[src/rtl/rs485m_pkg.sv]
// Shared types, codes and defaults for the RS485 nine-bit master transaction block.
package rs485m_pkg;

   localparam int LENGTH_BITS_DEF  = 8;
   localparam int TIMEOUT_BITS_DEF = 16;

   // Address mark carried in bit 8 of a line word.
   localparam logic [8:0] NINTH_BIT_MASK = 9'h100;

   typedef enum logic [2:0] {
      ACT_START    = 3'd0,
      ACT_TX_EMPTY = 3'd1,
      ACT_TX_DONE  = 3'd2,
      ACT_RX_BYTE  = 3'd3,
      ACT_OVERRUN  = 3'd4,
      ACT_TICK     = 3'd5,
      ACT_ABORT    = 3'd6
   } action_type;

   typedef enum logic [2:0] {
      ERR_NONE    = 3'd0,
      ERR_OVERRUN = 3'd1,
      ERR_TIMEOUT = 3'd2,
      ERR_SYNC    = 3'd3,
      ERR_ABORT   = 3'd4
   } error_type;

   typedef enum logic [2:0] {
      PHASE_IDLE = 3'b001,
      PHASE_SEND = 3'b010,
      PHASE_RECV = 3'b100
   } phase_type;

   typedef struct packed {
      logic [2:0]  action;
      logic [8:0]  data_word;
      logic [7:0]  request_length;
      logic [7:0]  response_length;
      logic [15:0] timeout_ticks;
      logic        set_ninth_bit;
      logic        expected_ninth_bit;
   } req_type;

   typedef struct packed {
      logic       start_accepted;
      logic       busy_res;
      logic       drive_enable;
      logic       tx_valid;
      logic [8:0] tx_word;
      logic       rx_valid;
      logic [7:0] rx_byte;
      logic       done_res;
      logic [2:0] error_code;
   } rsp_type;

endpackage

[src/rtl/rs485m_if.sv]
// Valid/ready channel interfaces for the request and response streams.
interface rs485m_req_if;
   import rs485m_pkg::*;

   logic    valid;
   logic    ready;
   req_type payload;

   modport source(output valid, output payload, input ready);
   modport sink(input valid, input payload, output ready);
endinterface

interface rs485m_rsp_if;
   import rs485m_pkg::*;

   logic    valid;
   logic    ready;
   rsp_type payload;

   modport source(output valid, output payload, input ready);
   modport sink(input valid, input payload, output ready);
endinterface

[src/rtl/rs485m_seq.sv]
// Transaction state and the per-event next-state and result logic.
module rs485m_seq #(
   parameter int LENGTH_BITS  = rs485m_pkg::LENGTH_BITS_DEF,
   parameter int TIMEOUT_BITS = rs485m_pkg::TIMEOUT_BITS_DEF
) (
   input  logic                clock,
   input  logic                reset,
   input  logic                step,
   input  rs485m_pkg::req_type item,
   output rs485m_pkg::rsp_type result
);
   import rs485m_pkg::*;

   phase_type               phase_ff, phase_in;
   logic [LENGTH_BITS-1:0]  remaining_ff, remaining_in;
   logic [TIMEOUT_BITS-1:0] ticks_ff, ticks_in;
   logic [LENGTH_BITS-1:0]  resp_len_ff, resp_len_in;
   logic [TIMEOUT_BITS-1:0] timeout_ff, timeout_in;
   logic                    exp_bit_ff, exp_bit_in;

   logic [7:0]              req_len_m1;
   logic [31:0]             req_len_wide;
   logic [31:0]             resp_len_wide;
   logic [31:0]             timeout_wide;
   logic [LENGTH_BITS-1:0]  remaining_dec;
   logic                    finish;
   error_type               err;

   // Fixed-width start fields wrap or extend to the configured state widths.
   assign req_len_m1    = (item.request_length == 8'd0) ? 8'd0 : item.request_length - 8'd1;
   assign req_len_wide  = 32'(req_len_m1);
   assign resp_len_wide = 32'(item.response_length);
   assign timeout_wide  = 32'(item.timeout_ticks);
   assign remaining_dec = remaining_ff - LENGTH_BITS'(1);

   always_comb begin
      phase_in     = phase_ff;
      remaining_in = remaining_ff;
      ticks_in     = ticks_ff;
      resp_len_in  = resp_len_ff;
      timeout_in   = timeout_ff;
      exp_bit_in   = exp_bit_ff;
      finish       = 1'b0;
      err          = ERR_NONE;
      result       = '0;

      case (action_type'(item.action))
         ACT_START: begin
            if (phase_ff == PHASE_IDLE) begin
               result.start_accepted = 1'b1;
               phase_in              = PHASE_SEND;
               remaining_in          = req_len_wide[LENGTH_BITS-1:0];
               resp_len_in           = resp_len_wide[LENGTH_BITS-1:0];
               timeout_in            = timeout_wide[TIMEOUT_BITS-1:0];
               exp_bit_in            = item.expected_ninth_bit;
               result.tx_valid       = 1'b1;
               result.tx_word        = {1'b0, item.data_word[7:0]}
                                       | (item.set_ninth_bit ? NINTH_BIT_MASK : 9'd0);
            end
         end
         ACT_TX_EMPTY, ACT_TX_DONE: begin
            if (phase_ff == PHASE_SEND) begin
               if (remaining_ff != '0) begin
                  result.tx_valid = 1'b1;
                  result.tx_word  = {1'b0, item.data_word[7:0]};
                  remaining_in    = remaining_dec;
               end else if (action_type'(item.action) == ACT_TX_DONE) begin
                  if (resp_len_ff != '0) begin
                     phase_in     = PHASE_RECV;
                     remaining_in = resp_len_ff;
                     ticks_in     = timeout_ff;
                  end else begin
                     finish = 1'b1;
                  end
               end
            end
         end
         ACT_RX_BYTE: begin
            if (phase_ff == PHASE_RECV) begin
               if (item.data_word[8] != exp_bit_ff) begin
                  finish = 1'b1;
                  err    = ERR_SYNC;
               end else begin
                  result.rx_valid = 1'b1;
                  result.rx_byte  = item.data_word[7:0];
                  remaining_in    = remaining_dec;
                  finish          = (remaining_dec == '0);
               end
            end
         end
         ACT_OVERRUN: begin
            if (phase_ff == PHASE_RECV) begin
               finish = 1'b1;
               err    = ERR_OVERRUN;
            end
         end
         ACT_TICK: begin
            if (phase_ff == PHASE_RECV) begin
               if (ticks_ff != '0) begin
                  ticks_in = ticks_ff - TIMEOUT_BITS'(1);
               end else begin
                  finish = 1'b1;
                  err    = ERR_TIMEOUT;
               end
            end
         end
         ACT_ABORT: begin
            if (phase_ff != PHASE_IDLE) begin
               finish = 1'b1;
               err    = ERR_ABORT;
            end
         end
         default: begin
         end
      endcase

      if (finish) begin
         phase_in          = PHASE_IDLE;
         result.done_res   = 1'b1;
         result.error_code = err;
      end
      result.busy_res     = (phase_in != PHASE_IDLE);
      result.drive_enable = (phase_in == PHASE_SEND);
   end

   always_ff @(posedge clock) begin
      if (reset) begin
         phase_ff     <= PHASE_IDLE;
         remaining_ff <= '0;
         ticks_ff     <= '0;
         resp_len_ff  <= '0;
         timeout_ff   <= '0;
         exp_bit_ff   <= 1'b0;
      end else if (step) begin
         phase_ff     <= phase_in;
         remaining_ff <= remaining_in;
         ticks_ff     <= ticks_in;
         resp_len_ff  <= resp_len_in;
         timeout_ff   <= timeout_in;
         exp_bit_ff   <= exp_bit_in;
      end
   end

endmodule

[src/rtl/rs485_ninebit_master_transaction.sv]
// Top level of the RS485 nine-bit multidrop master transaction sequencer.
//
// Every line event (start, tx buffer empty, tx complete, byte received, overrun,
// tick, abort) enters as one transfer on the req_chan channel and produces exactly
// one transfer on the rsp_chan channel, in the same order.
// The request is captured in an input register, the transaction state is updated
// by one pass of combinational logic, and the result lands in an output register.
// A result appears on rsp_chan once its request has moved from the input register
// into the output register, and one event is accepted in every cycle while the
// response side keeps up.
// Throughput is set by the single state update per event in the sequencer.
// When the receiver stalls, the output register holds its result and the input
// register can still take one more event; after that req_chan.ready drops until
// the pending result is taken. Nothing is dropped or repeated.
// Reset is synchronous and active high: the block returns to idle with all
// counters and saved start settings cleared and both pipeline registers empty.
module rs485_ninebit_master_transaction #(
   parameter int LENGTH_BITS  = rs485m_pkg::LENGTH_BITS_DEF,
   parameter int TIMEOUT_BITS = rs485m_pkg::TIMEOUT_BITS_DEF
) (
   input logic         clock,
   input logic         reset,
   rs485m_req_if.sink  req_chan,
   rs485m_rsp_if.source rsp_chan
);
   import rs485m_pkg::*;

   logic    in_valid_ff, in_valid_in;
   req_type in_item_ff;
   logic    out_valid_ff, out_valid_in;
   rsp_type out_item_ff;
   rsp_type seq_result;
   logic    advance;
   logic    req_take;

   // The pipeline moves forward whenever the output register is free or drained.
   assign advance  = !out_valid_ff || rsp_chan.ready;
   assign req_chan.ready = !in_valid_ff || advance;
   assign req_take = req_chan.valid && req_chan.ready;

   assign in_valid_in  = req_take ? 1'b1 : (advance ? 1'b0 : in_valid_ff);
   assign out_valid_in = advance ? in_valid_ff : out_valid_ff;

   // State advances only when a captured event moves into the output register.
   rs485m_seq #(
      .LENGTH_BITS (LENGTH_BITS),
      .TIMEOUT_BITS(TIMEOUT_BITS)
   ) u_seq (
      .clock (clock),
      .reset (reset),
      .step  (advance && in_valid_ff),
      .item  (in_item_ff),
      .result(seq_result)
   );

   always_ff @(posedge clock) begin
      if (reset) begin
         in_valid_ff  <= 1'b0;
         out_valid_ff <= 1'b0;
      end else begin
         in_valid_ff  <= in_valid_in;
         out_valid_ff <= out_valid_in;
      end
   end

   always_ff @(posedge clock) begin
      if (req_take) begin
         in_item_ff <= req_chan.payload;
      end
      if (advance && in_valid_ff) begin
         out_item_ff <= seq_result;
      end
   end

   assign rsp_chan.valid   = out_valid_ff;
   assign rsp_chan.payload = out_item_ff;

endmodule
[src/flat_wrapper.sv]
// flat-port wrapper written by rule: the top's interface ports become plain ports
module rs485_ninebit_master_transaction_flat import rs485m_pkg::*;
#(
   parameter int LENGTH_BITS  = rs485m_pkg::LENGTH_BITS_DEF,
   parameter int TIMEOUT_BITS = rs485m_pkg::TIMEOUT_BITS_DEF
)
  (clock, reset, req_chan_valid, req_chan_payload, req_chan_ready, rsp_chan_valid, rsp_chan_payload, rsp_chan_ready);
  rs485m_req_if req_chan_i ();
  rs485m_rsp_if rsp_chan_i ();
  input logic clock;
  input logic reset;
  input wire logic [$bits(req_chan_i.valid)-1:0] req_chan_valid;
  input wire logic [$bits(req_chan_i.payload)-1:0] req_chan_payload;
  output wire logic [$bits(req_chan_i.ready)-1:0] req_chan_ready;
  output wire logic [$bits(rsp_chan_i.valid)-1:0] rsp_chan_valid;
  output wire logic [$bits(rsp_chan_i.payload)-1:0] rsp_chan_payload;
  input wire logic [$bits(rsp_chan_i.ready)-1:0] rsp_chan_ready;
  assign req_chan_i.valid = req_chan_valid;
  assign req_chan_i.payload = req_chan_payload;
  assign req_chan_ready = req_chan_i.ready;
  assign rsp_chan_valid = rsp_chan_i.valid;
  assign rsp_chan_payload = rsp_chan_i.payload;
  assign rsp_chan_i.ready = rsp_chan_ready;
  rs485_ninebit_master_transaction #(.LENGTH_BITS(LENGTH_BITS), .TIMEOUT_BITS(TIMEOUT_BITS)) u_core (.clock(clock), .reset(reset), .req_chan(req_chan_i), .rsp_chan(rsp_chan_i));
endmodule
[config.mk]
export PLATFORM = sky130hd
export DESIGN_NAME = rs485_ninebit_master_transaction_flat
export DESIGN_NICKNAME = d
export VERILOG_FILES = /design/src/rtl/rs485m_pkg.sv /design/src/rtl/rs485m_if.sv /design/src/rtl/rs485m_seq.sv /design/src/rtl/rs485_ninebit_master_transaction.sv /design/src/flat_wrapper.sv
export SDC_FILE = /design/constraint.sdc
export NUM_CORES = 1
export LEC_CHECK = 0
export ABC_AREA = 1
export BUFFER_PORTS_ARGS = -buffer_cell sky130_fd_sc_hd__buf_2
export CAP_MARGIN = 20
export CORE_ASPECT_RATIO = 1.1
export CORE_MARGIN = 4
export CORE_UTILIZATION = 58
export DETAILED_ROUTE_END_ITERATION = 16
export PLACE_DENSITY = 0.8
export SLEW_MARGIN = 10
export SYNTH_ARGS = -nofsm -noshare
export SYNTH_HDL_FRONTEND = slang
export SYNTH_HIERARCHICAL = 1
export SYNTH_SLANG_ARGS = --single-unit
export TNS_END_PERCENT = 5
[constraint.sdc]
create_clock -name clock -period 6.2 [get_ports clock]
set_input_delay 1.24 -clock clock [delete_from_list [all_inputs] [get_ports clock]]
set_output_delay 1.24 -clock clock [all_outputs]
set_load 0.05 [all_outputs]
==> results of run 1 <==
==> kinds of logic after synthesis <==
| logic type | Yosys count | share of synthesized area, % |
|---|---|---|
| XOR/XNOR | 7 | 1.07 |
| buffers and inverters | 97 | 7.16 |
| adder cells (fa/ha/maj) | 5 | 1.09 |
| AND/OR/NAND/NOR | 282 | 22.3 |
| flip-flops | 126 | 56.7 |
| AO/OA/AOI/OAI | 119 | 11.7 |
==> metrics by stage <==
stage,hold slack [ps],cells,worst slack (ps)
final,473,846,2600
after global routing,493,846,2240
after CTS,480,845,2640
after detailed placement,462,813,2120
after global placement,451,813,2330
after floorplan,424,636,2160
==> final timing paths <==
kind                                                    end  cells past startpoint                       start  slack, ps
worst max register to register  u_core/u_seq/resp_len_ff[1]                      7          u_core/in_valid_ff       3080
worst min-delay path             u_core/u_seq/timeout_ff[2]                      2  u_core/u_seq/timeout_ff[2]        470
worst max-delay path            u_core/u_seq/resp_len_ff[1]                      8              rsp_chan_ready       2600
worst min register to register   u_core/u_seq/timeout_ff[2]                      2  u_core/u_seq/timeout_ff[2]        470
==> placed cells by master, fill, tap and decap left out, types with 4 or more instances in the layout <==
master and count:
a21oi_1 39, a21oi_2 5, buf_2 77, clkbuf_16 17, dfxtp_1 54, edfxtp_1 72
ha_1 5, inv_1 73, inv_2 5, inv_6 5, nand2_1 106, nand2_2 4
nand3_1 32, nand4_1 5, nor2_1 106, nor2_2 4, nor3_1 6, o211ai_1 5
o21ai_0 51, o21ai_1 7, xor2_1 6
==> routing by layer <==
metal,vias up,GRT usage [%],part of all wire [%]
met5,-,0,0
met4,0,8.49,1.7
met3,19,5.84,8.0
met2,169,36.3,49
met1,2128,27.3,41
li1,2268,-,-
==> area by class of cell <==
class,count,area (um2)
Sequential cell,126,3240
Tap cell,117,146
Fill cell,691,2710
Clock buffer,19,453
Multi-Input combinational cell,413,2080
Inverter,80,305
Clock inverter,13,141
Timing Repair Buffer,78,413
==> registers in the layout, summed over array words and instances, names as in the netlist <==
| signal | flops |
|---|---|
| u_core/in_valid_ff | 1 |
| u_core/u_seq/exp_bit_ff | 1 |
| u_core/u_seq/timeout_ff | 16 |
| u_core/in_item_ff | 46 |
| u_core/u_seq/resp_len_ff | 8 |
| u_core/rsp_chan.valid | 1 |
| u_core/u_seq/phase_ff | 3 |
| u_core/u_seq/ticks_ff | 16 |
| u_core/u_seq/remaining_ff | 8 |
| u_core/rsp_chan.payload | 26 |
==> critical path, stage by stage <==
cell and delay (ps):
buf_2 80, inv_1 80, a21oi_4 820, inv_1 180
nor2_2 570, inv_1 580, o21ai_0 340, a21oi_1 60
==> power groups by stage <==
stage | clock [mW] | combinational [mW] | sequential [mW]
2_1_floorplan | 0 | 0.142 | 0.976
3_3_place_gp | 0 | 0.212 | 0.957
3_5_place_dp | 0 | 0.217 | 0.958
4_1_cts | 0.986 | 0.219 | 0.940
5_1_grt | 1.03 | 0.248 | 0.944
6_report | 0.972 | 0.222 | 0.940
==> metrics, run 1 <==
Inserted Clock Buffers 17; H-tree level count 4; Max Freq 278 MHz; # setup viols final 0; Max Slew Vio Count 0; chip width 103 um; Required @ worst endpoint 6580 ps; gr ovfl total 0; Seq cells post-synth 126; largest net degree at the start of global routing 47; GR Util All Layers 22.0%; min Tclk post-route 3600 ps; hold-fix buffers at CTS 0; Final Wtd Congestion 0.869; # diodes 0; Antenna Nets Post-Route 0; synthesis-to-layout area growth 18.6%; Flop pwr share 44.1%; Die ar. 11500 um2; clock power share 45.5%; Worst Tran Pin Value 1040 ps; post-synth top area share 37.8%; hpwl dp 8220 um; worst-path maximum fanout 33; TritonCTS sink count 126; Clock Latency Late Sink 520 ps; Die H 112 um; CP startpoint kind input port; Synthesis Warnings 6; vias 4584; DP Area 6160 um2; IO Pins 78; Sw Ratio 26.3%; CP endpoint kind register; Logic pwr share 10.4%; P per Cell Area 315 nW/um2; Initial DRT Pass Iterations 5; Iter 0 DRT Violations 327; share of layout cells above drive strength 1 20.4%; initial antenna violation count 0; Peak VDD IR 0.207 mV; Synth Flop Type edfxtp_1; Root Driver clkbuf_8; sequential-to-total area share from yosys stat 56.7%; outcome finished clean; Synth Net Count 691; DR vias/cell 5.42; Post-synth EDFFs 72; Unique masters post-synth 46; vias in the first global route 4395; Synth async-reset ratio 0%; skew final 8.83 ps; syn avg cell area 8.99 um2; Port Buffer Count 77; synthesized cell area 5720 um2; Internal 1.57 mW; num rows 37; Final Hold Vio Count 0; clk slew on worst S/H paths 60 ps; fin nets 771; Final Util 71.4%; min-delay worst type reg2reg; Net Switching 561 uW; drt drc 0; final worst-path cycle share 58.0%; Max-Cap Viols 0; first-pass GRT wire length 19900 um; Max Root-Sink Buffers 2; Setup TNS 0 ps; RSZ-0062 raised after global routing no; Synth area leader edfxtp_1; Crit Path Category in2reg; PostCTS Resize Cnt 0; Routed WL per cell 14.4 um; CTS tree done; Slew headroom 30.4%; core box area 9490 um2; fin area 6780 um2; most frequent cells after synthesis nand2_1, nor2_1, inv_1; Synth Instances 636; Area contributors post-synth edfxtp_1, dfxtp_1, nand2_1, nor2_1, inv_1; Power Total 2.13 mW; Leak 2.98 nW; drt total wl 12200 um; Worst EP arrival 3970 ps; Initial Utilization 60.3%; Post-CTS Setup Bufs 0
No activity file was read; power rests on OpenSTA's default activity.
==> run 2, diff against run 1 <==
- CORE_UTILIZATION: 58 -> 52
- PLACE_DENSITY: 0.8 -> 0.76
- clock period: 6.2 -> 3.2 ns (I/O delays scaled with it)
==> run 2 against run 1 <==
- sequential share of layout area decreased by 0.21 points
- setup slack got worse by 1900 ps
- critical endpoint is now u_core/u_seq/ticks_ff[6]
- routed wire length decreased by 1.7%
- global-route usage decreased by 2.4 points
- combinational power increased by 92%
- sequential power increased by 94%
- clock power increased by 97%
- critical path depth increased by 2
- largest cell class unchanged
- flip-flop and latch count unchanged
- cell area increased by 0.44%
==> metrics, run 2 (same netlist as run 1, synthesis figures left out) <==
worst reg2reg endpoint u_core/u_seq/ticks_ff[6]; vias in the first global route 4248 (-3.3%); R2R setup slack 730 ps (-2350 ps); drt drc 0 (unchanged); DP Area 6210 um2 (+0.89%); Worst path max stage delay 400 ps (-420 ps); Die H 118 um (+5.2%); first-pass GRT wire length 19700 um (-0.90%); Flop pwr share 43.8% (-0.3 points); Root Driver clkbuf_16; IO Pins 78 (unchanged); Routed WL per cell 13.7 um (-4.8%); Net Switching 1.02 mW (+82%); Port Buffer Count 77 (unchanged); Worst Setup SP u_core/u_seq/remaining_ff[0]; Logic pwr share 10.3% (about the same); Worst EP arrival 2810 ps (-1160 ps); Leak 2.98 nW (about the same); Post-CTS Setup Bufs 0 (unchanged); initial antenna violation count 0 (unchanged); Initial Utilization 54.0% (-6.3 points); vias 4515 (-1.5%); Final Wtd Congestion 0.879 (+1.2%); filler cell count 868 (+26%); Crit Path Category reg2reg; FF/Latch Area 3240 um2 (unchanged); PostCTS Resize Cnt 0 (unchanged); synthesis-to-layout area growth 19.1%; Antenna Nets Post-Route 0 (unchanged); Worst Tran Pin Value 953 ps (-89.1 ps); gr ovfl total 0 (unchanged); drt total wl 12000 um (-1.7%); CP endpoint kind register; worst-path maximum fanout 23 (-30%); share of layout cells above drive strength 1 20.4% (-0.056 points); TritonCTS sink count 126 (unchanged); Multi-input gate area 2080 um2 (unchanged); commonest cells after routing, fill and taps aside nand2_1, nor2_1, buf_2, inv_1, edfxtp_1; final worst-path cycle share 77.1%; Required @ worst endpoint 3540 ps (-3040 ps); # setup viols final 0 (unchanged); RSZ-0062 raised after global routing no; Clock Latency Late Sink 410 ps (-110 ps); CTS tree done; Hold Path Stages 1 (-1); FF-to-FF path depth 10 (+3); most used cell, CP inv_1; Max Freq 405 MHz; fin nets 773 (+0.26%); Hold Path Sink u_core/in_item_ff[31]; H-tree level count 4 (unchanged); skew final 6.96 ps (-1.87 ps); Internal 3.14 mW (+99%); largest net degree at the start of global routing 47 (unchanged); hold-fix buffers at CTS 0 (unchanged); core box area 10600 um2 (+12%); chip width 108 um (+5.2%); min Tclk post-route 2470 ps; reg-to-reg startpoint u_core/u_seq/remaining_ff[0]; Max Root-Sink Buffers 2 (unchanged); max reg flops 46 (unchanged); outcome finished clean; Slew headroom 36.4% (+6.0 points); Max-Cap Viols 0 (unchanged); Biggest register u_core/in_item_ff; Inserted Clock Buffers 17 (unchanged); DR vias/cell 5.17 (-4.7%); slowest cell on the critical path nand3_1; Final Hold Vio Count 0 (unchanged); clk slew on worst S/H paths 60 ps (about the same); Max Slew Vio Count 0 (unchanged); Sw Ratio 24.5% (-1.7 points); hold path start req_chan_payload[31]; cell chain of the critical path inv_1, ha_1, inv_1, nor2_1, nand3_1, a21oi_2, nand3_4, inv_2, nand2_1, a21oi_1; num rows 39 (+5.4%); hpwl dp 8490 um (+3.3%); Setup TNS 0 ps (unchanged); CP startpoint kind register; # diodes 0 (unchanged); GR Util All Layers 19.6% (-2.4 points); Initial DRT Pass Iterations 7 (+2); min-delay worst type in2reg; Iter 0 DRT Violations 332 (+1.5%); Peak VDD IR 0.400 mV (+94%); P per Cell Area 611 nW/um2 (+94%); clock power share 45.9% (+0.4 points); fin area 6810 um2 (+0.44%); Die ar. 12700 um2 (+11%)
==> run 2: cell types whose count changed in the layout (fill, tap and decap cells not counted), sizes merged <==
cell | previous run | this run
buf | 78 | 80
clkbuf | 19 | 17
inv | 88 | 81
clkinvlp | 1 | 2
bufinv | 1 | 3
clkinv | 3 | 9
==> run 2: worst max-delay path by stage <==
stage | end | slack (ps) | cells past startpoint
after floorplan | u_core/u_seq/resp_len_ff[4] | 460 | 8
after global placement | u_core/u_seq/ticks_ff[15] | 850 | 10
after detailed placement | u_core/u_seq/ticks_ff[6] | 790 | 10
after CTS | u_core/u_seq/ticks_ff[6] | 770 | 10
after global routing | u_core/u_seq/ticks_ff[11] | 510 | 10
final | u_core/u_seq/ticks_ff[6] | 730 | 10
==> run 2: cell type report <==
type	count	area share [%]
tap	143	2.63
multi-input combinational	413	30.5
sequential	126	47.6
clock buffer	17	6.25
timing repair buffer	80	5.99
inverter	80	4.48
clock inverter	15	2.52
==> run 2: metrics by stage <==
step / setup slack, ps / total power, mW / hold slack [ps] / cells / util (%)
after floorplan: 457 / 2.17 / 424 / 636 / -
after global placement: 845 / 2.27 / 445 / 842 / 58.7
after detailed placement: 794 / 2.28 / 464 / 842 / 58.7
after CTS: 772 / 4.19 / 382 / 874 / 64.3
after global routing: 510 / 4.32 / 378 / 874 / 64.3
final: 732 / 4.16 / 397 / 874 / 64.3
==> run 2: power groups by stage <==
stage | logic, mW | registers, mW | clock network, mW
2_1_floorplan | 0.276 | 1.89 | 0
3_3_place_gp | 0.414 | 1.85 | 0
3_5_place_dp | 0.422 | 1.86 | 0
4_1_cts | 0.425 | 1.82 | 1.94
5_1_grt | 0.476 | 1.83 | 2.02
6_report | 0.426 | 1.82 | 1.91
==> run 2: worst max-delay path, delay by kind of cell, from the launching register on <==
kind / cells / cell delay, ps
flops: 1 / 330
fa+ha+maj: 1 / 240
buf+inv: 3 / 470
compound gates: 2 / 420
simple gates: 4 / 910
==> run 2: per-layer routing <==
layer  track usage [%]  routed length (um)  up-vias
li1                  -                   -     2268
met1              25.6                5390     2078
met2              31.0                5680      156
met3              6.25                 772       13
met4              6.24                 121        0
met5                 0                   0        -
